### src/design/rbsf_pkg.sv
// -----------------------------------------------------------------------------
// rbsf_pkg
// Shared types and constants of the RESP bulk string framer.
// -----------------------------------------------------------------------------
package rbsf_pkg;

  localparam int unsigned LENGTH_BITS_DEF = 64;
  localparam int unsigned VALUE_W         = 64;
  localparam int unsigned BYTE_W          = 8;

  // request kinds
  localparam logic [1:0] ACT_ARRAY = 2'd0;
  localparam logic [1:0] ACT_BULK  = 2'd1;
  localparam logic [1:0] ACT_DATA  = 2'd2;

  localparam logic [7:0] CH_STAR   = 8'h2A;
  localparam logic [7:0] CH_DOLLAR = 8'h24;
  localparam logic [7:0] CH_ZERO   = 8'h30;
  localparam logic [7:0] CH_CR     = 8'h0D;
  localparam logic [7:0] CH_LF     = 8'h0A;
  localparam logic [7:0] CH_NUL    = 8'h00;

  // source of the byte loaded into the output register
  typedef enum logic [2:0] {
    SEL_NONE,
    SEL_LEAD,
    SEL_DIGIT,
    SEL_CR,
    SEL_LF,
    SEL_DATA
  } rbsf_sel_t;

  typedef struct packed {
    logic      load;
    logic      conv_step;
    logic      dig_shift;
    logic      emit;
    rbsf_sel_t sel;
    logic      last;
    logic      err;
  } rbsf_cmd_t;

  typedef struct packed {
    logic bad;
    logic is_data;
    logic rem_zero;
    logic bulk;
    logic conv_last;
    logic top_zero;
    logic one_digit;
    logic out_free;
  } rbsf_sts_t;

endpackage

### src/design/rbsf_ctrl.sv
// -----------------------------------------------------------------------------
// rbsf_ctrl
// Sequencer of the framer: accepts a request, then walks the lead, decimal
// conversion, zero-skip, digit, CR LF, payload and error steps.
// -----------------------------------------------------------------------------
module rbsf_ctrl
  import rbsf_pkg::*;
(
  input  logic      clk,
  input  logic      rst_n,
  input  logic      in_valid,
  output logic      in_stall,
  input  rbsf_sts_t sts,
  output rbsf_cmd_t cmd
);

  typedef enum logic [10:0] {
    S_IDLE  = 11'b000_0000_0001,
    S_ERR   = 11'b000_0000_0010,
    S_LEAD  = 11'b000_0000_0100,
    S_CONV  = 11'b000_0000_1000,
    S_SKIP  = 11'b000_0001_0000,
    S_DIGIT = 11'b000_0010_0000,
    S_CR    = 11'b000_0100_0000,
    S_LF    = 11'b000_1000_0000,
    S_ZCR   = 11'b001_0000_0000,
    S_ZLF   = 11'b010_0000_0000,
    S_DATA  = 11'b100_0000_0000
  } rbsf_state_t;

  rbsf_state_t state_r, state_nxt;

  assign in_stall = (state_r != S_IDLE);

  always_comb begin
    state_nxt = state_r;
    cmd       = '0;
    cmd.sel   = SEL_NONE;
    case (state_r)
      S_IDLE: begin
        cmd.load = in_valid;
        if (in_valid) begin
          if (sts.bad) begin
            state_nxt = S_ERR;
          end else if (sts.is_data) begin
            state_nxt = S_DATA;
          end else begin
            state_nxt = S_LEAD;
          end
        end
      end
      S_ERR: begin
        if (sts.out_free) begin
          cmd.emit  = 1'b1;
          cmd.sel   = SEL_NONE;
          cmd.last  = 1'b1;
          cmd.err   = 1'b1;
          state_nxt = S_IDLE;
        end
      end
      S_LEAD: begin
        if (sts.out_free) begin
          cmd.emit  = 1'b1;
          cmd.sel   = SEL_LEAD;
          state_nxt = S_CONV;
        end
      end
      S_CONV: begin
        cmd.conv_step = 1'b1;
        if (sts.conv_last) begin
          state_nxt = S_SKIP;
        end
      end
      S_SKIP: begin
        // drop leading zeros, always keep the units digit
        if (sts.top_zero && !sts.one_digit) begin
          cmd.dig_shift = 1'b1;
        end else begin
          state_nxt = S_DIGIT;
        end
      end
      S_DIGIT: begin
        if (sts.out_free) begin
          cmd.emit      = 1'b1;
          cmd.sel       = SEL_DIGIT;
          cmd.dig_shift = 1'b1;
          if (sts.one_digit) begin
            state_nxt = S_CR;
          end
        end
      end
      S_CR: begin
        if (sts.out_free) begin
          cmd.emit  = 1'b1;
          cmd.sel   = SEL_CR;
          state_nxt = S_LF;
        end
      end
      S_LF: begin
        if (sts.out_free) begin
          cmd.emit = 1'b1;
          cmd.sel  = SEL_LF;
          // empty bulk string closes at once
          cmd.last = !(sts.bulk && sts.rem_zero);
          state_nxt = (sts.bulk && sts.rem_zero) ? S_ZCR : S_IDLE;
        end
      end
      S_ZCR: begin
        if (sts.out_free) begin
          cmd.emit  = 1'b1;
          cmd.sel   = SEL_CR;
          state_nxt = S_ZLF;
        end
      end
      S_ZLF: begin
        if (sts.out_free) begin
          cmd.emit  = 1'b1;
          cmd.sel   = SEL_LF;
          cmd.last  = 1'b1;
          state_nxt = S_IDLE;
        end
      end
      S_DATA: begin
        if (sts.out_free) begin
          cmd.emit  = 1'b1;
          cmd.sel   = SEL_DATA;
          cmd.last  = !sts.rem_zero;
          state_nxt = sts.rem_zero ? S_ZCR : S_IDLE;
        end
      end
      default: begin
        state_nxt = S_IDLE;
      end
    endcase
  end

  always_ff @(posedge clk) begin
    if (!rst_n) begin
      state_r <= S_IDLE;
    end else begin
      state_r <= state_nxt;
    end
  end

endmodule

### src/design/rbsf_dpath.sv
// -----------------------------------------------------------------------------
// rbsf_dpath
// Datapath of the framer: remaining-bytes counter, bit-serial binary to BCD
// converter, digit shifter and the output register.
// -----------------------------------------------------------------------------
module rbsf_dpath
  import rbsf_pkg::*;
#(
  parameter int unsigned LENGTH_BITS = LENGTH_BITS_DEF
) (
  input  logic               clk,
  input  logic               rst_n,
  input  logic [1:0]         in_action,
  input  logic [VALUE_W-1:0] in_value,
  input  logic [BYTE_W-1:0]  in_data_byte,
  input  logic               out_stall,
  output logic               out_valid,
  output logic [BYTE_W-1:0]  out_byte,
  output logic               out_last,
  output logic               out_protocol_error,
  input  rbsf_cmd_t          cmd,
  output rbsf_sts_t          sts
);

  // decimal digits of 2**LENGTH_BITS - 1
  localparam int unsigned NDIG   = (LENGTH_BITS * 77) / 256 + 1;
  localparam int unsigned BCD_W  = 4 * NDIG;
  localparam int unsigned CNT_W  = $clog2(LENGTH_BITS + 1);
  localparam int unsigned DCNT_W = $clog2(NDIG + 1);

  logic [LENGTH_BITS-1:0] rem_r, rem_nxt;
  logic [LENGTH_BITS-1:0] bin_r;
  logic [BCD_W-1:0]       bcd_r;
  logic [BCD_W-1:0]       bcd_adj;
  logic [CNT_W-1:0]       bit_cnt_r;
  logic [DCNT_W-1:0]      dig_cnt_r;
  logic [7:0]             lead_r;
  logic [7:0]             data_r;
  logic                   bulk_r;
  logic                   out_valid_r;
  logic [7:0]             out_byte_r;
  logic                   out_last_r;
  logic                   out_err_r;
  logic [LENGTH_BITS-1:0] val_in;
  logic                   bad;
  logic [3:0]             top_dig;
  logic [7:0]             emit_byte;

  assign val_in  = in_value[LENGTH_BITS-1:0];
  assign top_dig = bcd_r[BCD_W-1 -: 4];

  always_comb begin
    case (in_action)
      ACT_ARRAY, ACT_BULK: bad = (rem_r != '0);
      ACT_DATA:            bad = (rem_r == '0);
      default:             bad = 1'b1;
    endcase
  end

  always_comb begin
    rem_nxt = rem_r;
    if (cmd.load && !bad) begin
      if (in_action == ACT_BULK) begin
        rem_nxt = val_in;
      end else if (in_action == ACT_DATA) begin
        rem_nxt = rem_r - LENGTH_BITS'(1);
      end
    end
  end

  // add-3 correction on every digit ahead of the shift
  always_comb begin
    for (int i = 0; i < NDIG; i++) begin
      if (bcd_r[4*i +: 4] >= 4'd5) begin
        bcd_adj[4*i +: 4] = bcd_r[4*i +: 4] + 4'd3;
      end else begin
        bcd_adj[4*i +: 4] = bcd_r[4*i +: 4];
      end
    end
  end

  always_comb begin
    case (cmd.sel)
      SEL_LEAD:  emit_byte = lead_r;
      SEL_DIGIT: emit_byte = CH_ZERO + {4'd0, top_dig};
      SEL_CR:    emit_byte = CH_CR;
      SEL_LF:    emit_byte = CH_LF;
      SEL_DATA:  emit_byte = data_r;
      default:   emit_byte = CH_NUL;
    endcase
  end

  always_ff @(posedge clk) begin
    if (!rst_n) begin
      rem_r       <= '0;
      out_valid_r <= 1'b0;
    end else begin
      rem_r <= rem_nxt;
      if (cmd.emit) begin
        out_valid_r <= 1'b1;
      end else if (!out_stall) begin
        out_valid_r <= 1'b0;
      end
    end
  end

  always_ff @(posedge clk) begin
    if (cmd.load) begin
      bin_r     <= val_in;
      bcd_r     <= '0;
      bit_cnt_r <= CNT_W'(LENGTH_BITS);
      dig_cnt_r <= DCNT_W'(NDIG);
      lead_r    <= (in_action == ACT_BULK) ? CH_DOLLAR : CH_STAR;
      data_r    <= in_data_byte;
      bulk_r    <= (in_action == ACT_BULK);
    end else if (cmd.conv_step) begin
      bcd_r     <= {bcd_adj[BCD_W-2:0], bin_r[LENGTH_BITS-1]};
      bin_r     <= {bin_r[LENGTH_BITS-2:0], 1'b0};
      bit_cnt_r <= bit_cnt_r - CNT_W'(1);
    end else if (cmd.dig_shift) begin
      bcd_r     <= {bcd_r[BCD_W-5:0], 4'd0};
      dig_cnt_r <= dig_cnt_r - DCNT_W'(1);
    end
    if (cmd.emit) begin
      out_byte_r <= emit_byte;
      out_last_r <= cmd.last;
      out_err_r  <= cmd.err;
    end
  end

  always_comb begin
    sts.bad       = bad;
    sts.is_data   = (in_action == ACT_DATA);
    sts.rem_zero  = (rem_r == '0);
    sts.bulk      = bulk_r;
    sts.conv_last = (bit_cnt_r == CNT_W'(1));
    sts.top_zero  = (top_dig == 4'd0);
    sts.one_digit = (dig_cnt_r == DCNT_W'(1));
    sts.out_free  = !out_valid_r || !out_stall;
  end

  assign out_valid          = out_valid_r;
  assign out_byte           = out_byte_r;
  assign out_last           = out_last_r;
  assign out_protocol_error = out_err_r;

endmodule

### src/design/resp_bulk_string_framer_unit.sv
// -----------------------------------------------------------------------------
// resp_bulk_string_framer_unit
// Streaming RESP request-array framer: headers, payload bytes, CR LF closing.
// -----------------------------------------------------------------------------
// Takes one request at a time on the in_ channel and drives the encoded
// byte stream on the out_ channel, one byte per output request, with
// out_last on the final byte of each input request. An array header gives
// '*', the count in decimal and CR LF; a bulk header gives '$', the length
// and CR LF and arms the remaining-bytes counter (a zero length closes with
// CR LF at once); a payload byte passes through, and the byte that ends its
// component is followed by CR LF. A payload byte with nothing pending, a
// header inside a component or the unused action code yields one byte 0
// with out_last and out_protocol_error set and leaves the counter alone.
// Only the low LENGTH_BITS bits of in_value count. A header is converted by
// the bit-serial double-dabble converter, one input bit per cycle, into
// NDIG digits, NDIG being the decimal digits of 2**LENGTH_BITS - 1;
// suppressed leading zeros are then skipped before the digits go out.
// in_stall is high whenever a request is in progress.
// -----------------------------------------------------------------------------
module resp_bulk_string_framer_unit
  import rbsf_pkg::*;
#(
  parameter int unsigned LENGTH_BITS = LENGTH_BITS_DEF
) (
  input  logic               clk,
  input  logic               rst_n,
  // request input
  input  logic               in_valid,
  output logic               in_stall,
  input  logic [1:0]         in_action,
  input  logic [VALUE_W-1:0] in_value,
  input  logic [BYTE_W-1:0]  in_data_byte,
  // encoded byte stream
  output logic               out_valid,
  input  logic               out_stall,
  output logic [BYTE_W-1:0]  out_byte,
  output logic               out_last,
  output logic               out_protocol_error
);

  rbsf_cmd_t cmd;
  rbsf_sts_t sts;

  // sequencer: one-hot state machine, owns in_stall
  rbsf_ctrl u_ctrl (
    .clk      (clk),
    .rst_n    (rst_n),
    .in_valid (in_valid),
    .in_stall (in_stall),
    .sts      (sts),
    .cmd      (cmd)
  );

  // counter, converter and output register
  rbsf_dpath #(
    .LENGTH_BITS (LENGTH_BITS)
  ) u_dpath (
    .clk                (clk),
    .rst_n              (rst_n),
    .in_action          (in_action),
    .in_value           (in_value),
    .in_data_byte       (in_data_byte),
    .out_stall          (out_stall),
    .out_valid          (out_valid),
    .out_byte           (out_byte),
    .out_last           (out_last),
    .out_protocol_error (out_protocol_error),
    .cmd                (cmd),
    .sts                (sts)
  );

endmodule

### config.mk
export PLATFORM = sky130hd
export DESIGN_NAME = resp_bulk_string_framer_unit
export DESIGN_NICKNAME = d
export VERILOG_FILES = /design/src/design/rbsf_pkg.sv /design/src/design/rbsf_ctrl.sv /design/src/design/rbsf_dpath.sv /design/src/design/resp_bulk_string_framer_unit.sv
export SDC_FILE = /design/constraint.sdc
export NUM_CORES = 1
export LEC_CHECK = 0
export BUFFER_PORTS_ARGS = -buffer_cell sky130_fd_sc_hd__buf_4
export CORE_AREA = 3 3 151 226
export CTS_CLUSTER_DIAMETER = 50
export CTS_CLUSTER_SIZE = 40
export DETAILED_ROUTE_END_ITERATION = 8
export DIE_AREA = 0 0 154 229
export PLACE_DENSITY = 0.68
export SLEW_MARGIN = 30
export SYNTH_ARGS = -nofsm -noshare
export SYNTH_HDL_FRONTEND = slang
export SYNTH_HIERARCHICAL = 1
export SYNTH_SLANG_ARGS = --single-unit
### constraint.sdc
create_clock -name clk -period 4.8 [get_ports clk]
set_input_delay 0.72 -clock clk [delete_from_list [all_inputs] [get_ports clk]]
set_output_delay 0.72 -clock clk [all_outputs]
set_load 0.005 [all_outputs]
After elaboration in Yosys (flattened, before gate mapping). Cells that the tools add are included.

Bits of input ports: 78. Output and inout bits: 12. Bits in registers: 259. Logic and storage cells: 174.

Reduce and logical (&&, ||, !) cells: 23. Equal/unequal tests: 33. Muxes and demuxes: 60. Bitwise gates (word level): 1. Magnitude comparators: 20. $add $sub $neg: 24.

Operators by type and width (number): 2-to-1 mux 64 bit (4); 2-to-1 mux 80 bit (2); 2-to-1 mux 11 bit (13); one-hot mux 11 bit (10 select lines) (1); 2-to-1 mux 4 bit (22); greater-or-equal comparator 4 x 3 -> 1 bit, second input constant (20); adder 4 x 2 -> 4 bit, second input constant (19); logical NOT 64 bit (1); nonzero test 64 bit (1); subtractor 64 x 1 -> 64 bit, second input constant (1); one-hot mux 8 bit (5 select lines) (1); one-hot mux 4 bit (7 select lines) (1); 2-to-1 mux 5 bit (4); 2-to-1 mux 9 bit (2); inequality test 2 bit, second input constant (9); equality test 11 x 1 -> 1 bit, second input constant (1); equality test 11 x 10 -> 1 bit, second input constant (1); equality test 11 bit, second input constant (1); equality test 11 x 2 -> 1 bit, second input constant (1); equality test 11 x 3 -> 1 bit, second input constant (1); equality test 11 x 4 -> 1 bit, second input constant (1); equality test 11 x 5 -> 1 bit, second input constant (1); equality test 11 x 6 -> 1 bit, second input constant (1); equality test 11 x 7 -> 1 bit, second input constant (1); other kinds (30) (51).

Logic depth before layout (Yosys ltp).
Word-level depth: 7. Depth in mapped cells: 13. Depth with buffers taken out: 10.

Hierarchy. The synthesis kept the hierarchy.

By module, submodules not included: rbsf_dpath (instances 1, area an instance 13382.8 sq um, cells each 1508, sequential area each 5665.4 sq um); rbsf_ctrl (instances 1, area an instance 1057.3 sq um, cells each 138, sequential area each 220.2 sq um).

Worst setup path before layout. No wires, ideal clock.

Kind: register -> register. Start point: register u_ctrl.state_r[9]. End point: register u_dpath.bin_r[0] (enable). Clock period less this slack: 3.450 ns. Buffers on the path: 4. Data arrival time: 3.055 ns. Required time: 4.406 ns. Setup slack: 1.350 ns. Stages on the path, launching flop included: 10. Library setup time: 0.394 ns. Cell sequence: dfxtp_1 > buf_6 > nor3_1 > and4_1 > and3_1 > and2_1 > clkbuf_1 > clkbuf_1 > clkbuf_1 > or2_2.

RTL lines: start, declared (RTL line rbsf_ctrl.sv:31) `rbsf_state_t state_r, state_nxt;`; start signal, assigned (RTL line rbsf_ctrl.sv:141) `state_r <= state_nxt;`; end signal, assigned (RTL line rbsf_dpath.sv:109) `bin_r <= val_in;`; end signal, assigned (RTL line rbsf_dpath.sv:118) `bin_r <= {bin_r[LENGTH_BITS-2:0], 1'b0};`; end, declared (RTL line rbsf_dpath.sv:32) `logic [LENGTH_BITS-1:0] bin_r;`.

Worst setup path in the final report.
Start point: register u_dpath.rem_r[31]. End point: register u_dpath.rem_r[56].

Word-level cells in the longest chain between the ends: 5. Elaborated cells between the ends (all ways): 9. Classes of those cells: 1 x add/sub; 3 x mux; 5 x reduce/logical.

Ends and longest elaborated chain: start, declared (RTL line rbsf_dpath.sv:31) `logic [LENGTH_BITS-1:0] rem_r, rem_nxt;`; start signal, assigned (RTL line rbsf_dpath.sv:98) `rem_r <= rem_nxt;`; parallel branches: the longest is 5 deep, another holds subtractor 64 x 1 -> 64 bit.

Several ways; the timed one is not identified. The select of a mux whose other input is x is not followed. A chain may end at the register's enable or synchronous reset.

==> out/results.tsv <==
metric	value	unit
CP endpoint	u_dpath/rem_r[56]	
die outline height	229	um
grt ovf	0	
CTS Buffer Depth	3	
routability congestion estimate	0.8663	
clock net sink count	252	
maxcap violations	0	
Vias/cell	5.790	
metal1 wirelength	14220	um
Die ar.	35270	um2
EDFF count, synth	84	
Async S/R FF share, synth	0	%
top cells by area, synth	dfxtp_1 (23%), edfxtp_1 (17%), a211oi_1 (7.0%)	
Worst Tran Pin Value	865.2	ps
post-CTS setup buffer count	0	
initial antenna violation count	0	
WL final	34480	um
synthesized area per cell	8.773	um2
kind of critical path	flop to flop	
Worst-path clk slew	70	ps
antenna-violating nets left	0	
# DRC	0	
Worst Reg-to-Reg Cells	8	
Max transition margin	41.78	%
Met3 Wirelength	1202	um
CP Launch Type	flop	
f_max	271.7	MHz
synth unique cells	79	
crit-path max FO	39	
post_cts resized	0	
largest net degree at the start of global routing	168	
Ys Warns	6	
cts hold-fix bufs	0	
Ant. Diodes	0	
ys flop type	dfxtp_1	
RSZ-0062 raised after global routing	no	
Mapped Cells	1646	
io pins	90	
CTS HTree Levels	1	
first-pass GRT wire length	57480	um
Seq cells post-synth	252	
area grow syn2layout	12.45	%
Initial DRC Count	747	
Core ar.	32530	um2
die width	154	um
routed vias	12141	
IO buf count	89	
DR top layer	met4	
Final Hold Fails	0	
sequential area share after synthesis	40.76	%
WL met2	17880	um
RR Endpoint	u_dpath/rem_r[56]	
Setup crit start	u_dpath/rem_r[31]	
vias in the first global route	11893	
Clock Latency Late Sink	550	ps
Setup violations, final	0	
Final nets	1792	
Max Clock Skew	25.22	ps
required time worst endpoint	5200	ps
most area-hungry cell type in the Yosys netlist	dfxtp_1	
GRT Overall Usage	18.86	%
TritonCTS Buffers	25	
Syn Std Cell Area	14440	um2
Avg WL per Cell	16.44	um
commonest cells after routing, fill and taps aside	nor2_1 (179), dfxtp_1 (168), a21oi_1 (142), a211oi_1 (134), nand2_1 (123)	
R2R Path Start	u_dpath/rem_r[31]	
Setup TNS	0	ps
Max Slew Vio Count	0	
top cell type's share of synthesized area	23.29	%
hold crit path type	input pin to flop	
CP arrival	4080	ps
dpl hpwl	22990	um
outcome	complete, no violations	
drt pass-1 iters	5	
final worst path period need	3680	ps
WHS Path Cells	1	
Critical Path End Type	flop	
fraction of layout cells with a size suffix above 1	14.80	%
num rows	81	
reg-to-reg setup timing slack	1120	ps
CTS tree	yes	
Root Buffer	clkbuf_16	
Initial Utilization	44.39	%
crit share post-route	76.67	%
commonest non-fill, non-tap cell in the layout	nor2_1	
syn nets	1774	
==> worst max-delay path, cell delays in order, from the launching register on <==
cell      delay (ps)
dfxtp_1          360
or3_1            480
nor4_1           420
nand4_1          320
or4_4            590
a211o_1          610
buf_4            400
o211ai_1         260
o31ai_1          110
==> Yosys cell counts (9+ instances only) <==
master and n:
nor3b_1 30, nand2_1 123, a22o_1 10, xnor2_1 30, dfxtp_1 168, nor4_1 29, ha_1 50, clkbuf_1 86
a211oi_1 134, xor2_1 9, buf_2 14, nand4_1 9, a31oi_1 9, nand2b_1 30, nor2_1 179, o21ai_1 17
a311oi_1 17, or2_2 10, a21oi_1 142, mux2_2 66, edfxtp_1 84, o31ai_1 14, nand3_1 19, nor3_1 40
o21ai_0 79, o211ai_1 14, nor2b_1 38, inv_1 64
==> logic make-up (layout without fill, tap and decap cells) <==
| family | after synthesis | after routing | share of synthesized area (%) |
|---|---|---|---|
| buffers and inverters | 179 | 215 | 5.138 |
| xor gates and xnor gates | 39 | 39 | 2.365 |
| AOI/OAI and AO/OA | 497 | 497 | 22.45 |
| adders and majority gates | 50 | 50 | 4.332 |
| and+or+nand+nor | 558 | 558 | 19.46 |
| DFF | 252 | 252 | 40.76 |
| muxes | 71 | 71 | 5.493 |
==> state kept, by name, summed over array words and instances (netlist names) <==
| signal | cells |
|---|---|
| u_dpath/out_last | 1 |
| u_dpath/bcd_r | 80 |
| u_dpath/out_protocol_error | 1 |
| u_dpath/bit_cnt_r | 7 |
| u_dpath/out_byte | 8 |
| u_dpath/data_r | 8 |
| u_ctrl/state_r | 11 |
| u_dpath/lead_r | 2 |
| u_dpath/bin_r | 64 |
| u_dpath/out_valid | 1 |
| u_dpath/dig_cnt_r | 5 |
| u_dpath/rem_r | 64 |
==> how the worst min path moves through the flow <==
stage | start | to | slack (ps)
6_report | in_data_byte[7] | u_dpath/data_r[7] | 350
2_1_floorplan | u_dpath/rem_r[59] | u_dpath/rem_r[59] | 450
3_5_place_dp | u_dpath/bin_r[63] | u_dpath/bcd_r[0] | 470
3_3_place_gp | u_dpath/rem_r[59] | u_dpath/rem_r[59] | 460
4_1_cts | in_data_byte[7] | u_dpath/data_r[7] | 320
5_1_grt | in_data_byte[3] | u_dpath/data_r[3] | 320
==> per-layer routing <==
| layer | vias to the layer above | GRT usage (%) |
|---|---|---|
| met5 | - | 0 |
| met1 | 5779 | 21.91 |
| met3 | 70 | 2.476 |
| met4 | 0 | 6.987 |
| li1 | 6065 | - |
| met2 | 227 | 34.95 |
==> metrics by stage <==
stage	cell area (um2)	utilization, %	setup slack [ps]	std cells	hold slack [ps]
after floorplan	14440	-	1350	1646	448.2
after CTS	16230	49.90	1136	2097	319.4
after global routing	16240	49.91	894.5	2097	322.8
after detailed placement	15310	47.06	1146	2052	472.3
after global placement	15300	47.04	1225	2051	458.3
final	16240	49.91	1120	2097	346.4
==> final cells by class <==
cell class | instances | area [um2]
clock buffer | 26 | 629.4
clock inverter | 19 | 295.3
fill | 3115 | 16290
inverter | 65 | 246.5
multi-input combinational | 1215 | 7835
sequential | 252 | 5886
tap | 415 | 519.2
timing repair buffer | 105 | 827.0
Power is left out: the tool's default activity adds up to more than one toggle a clock period on the data nets, which glitch-free logic cannot reach.
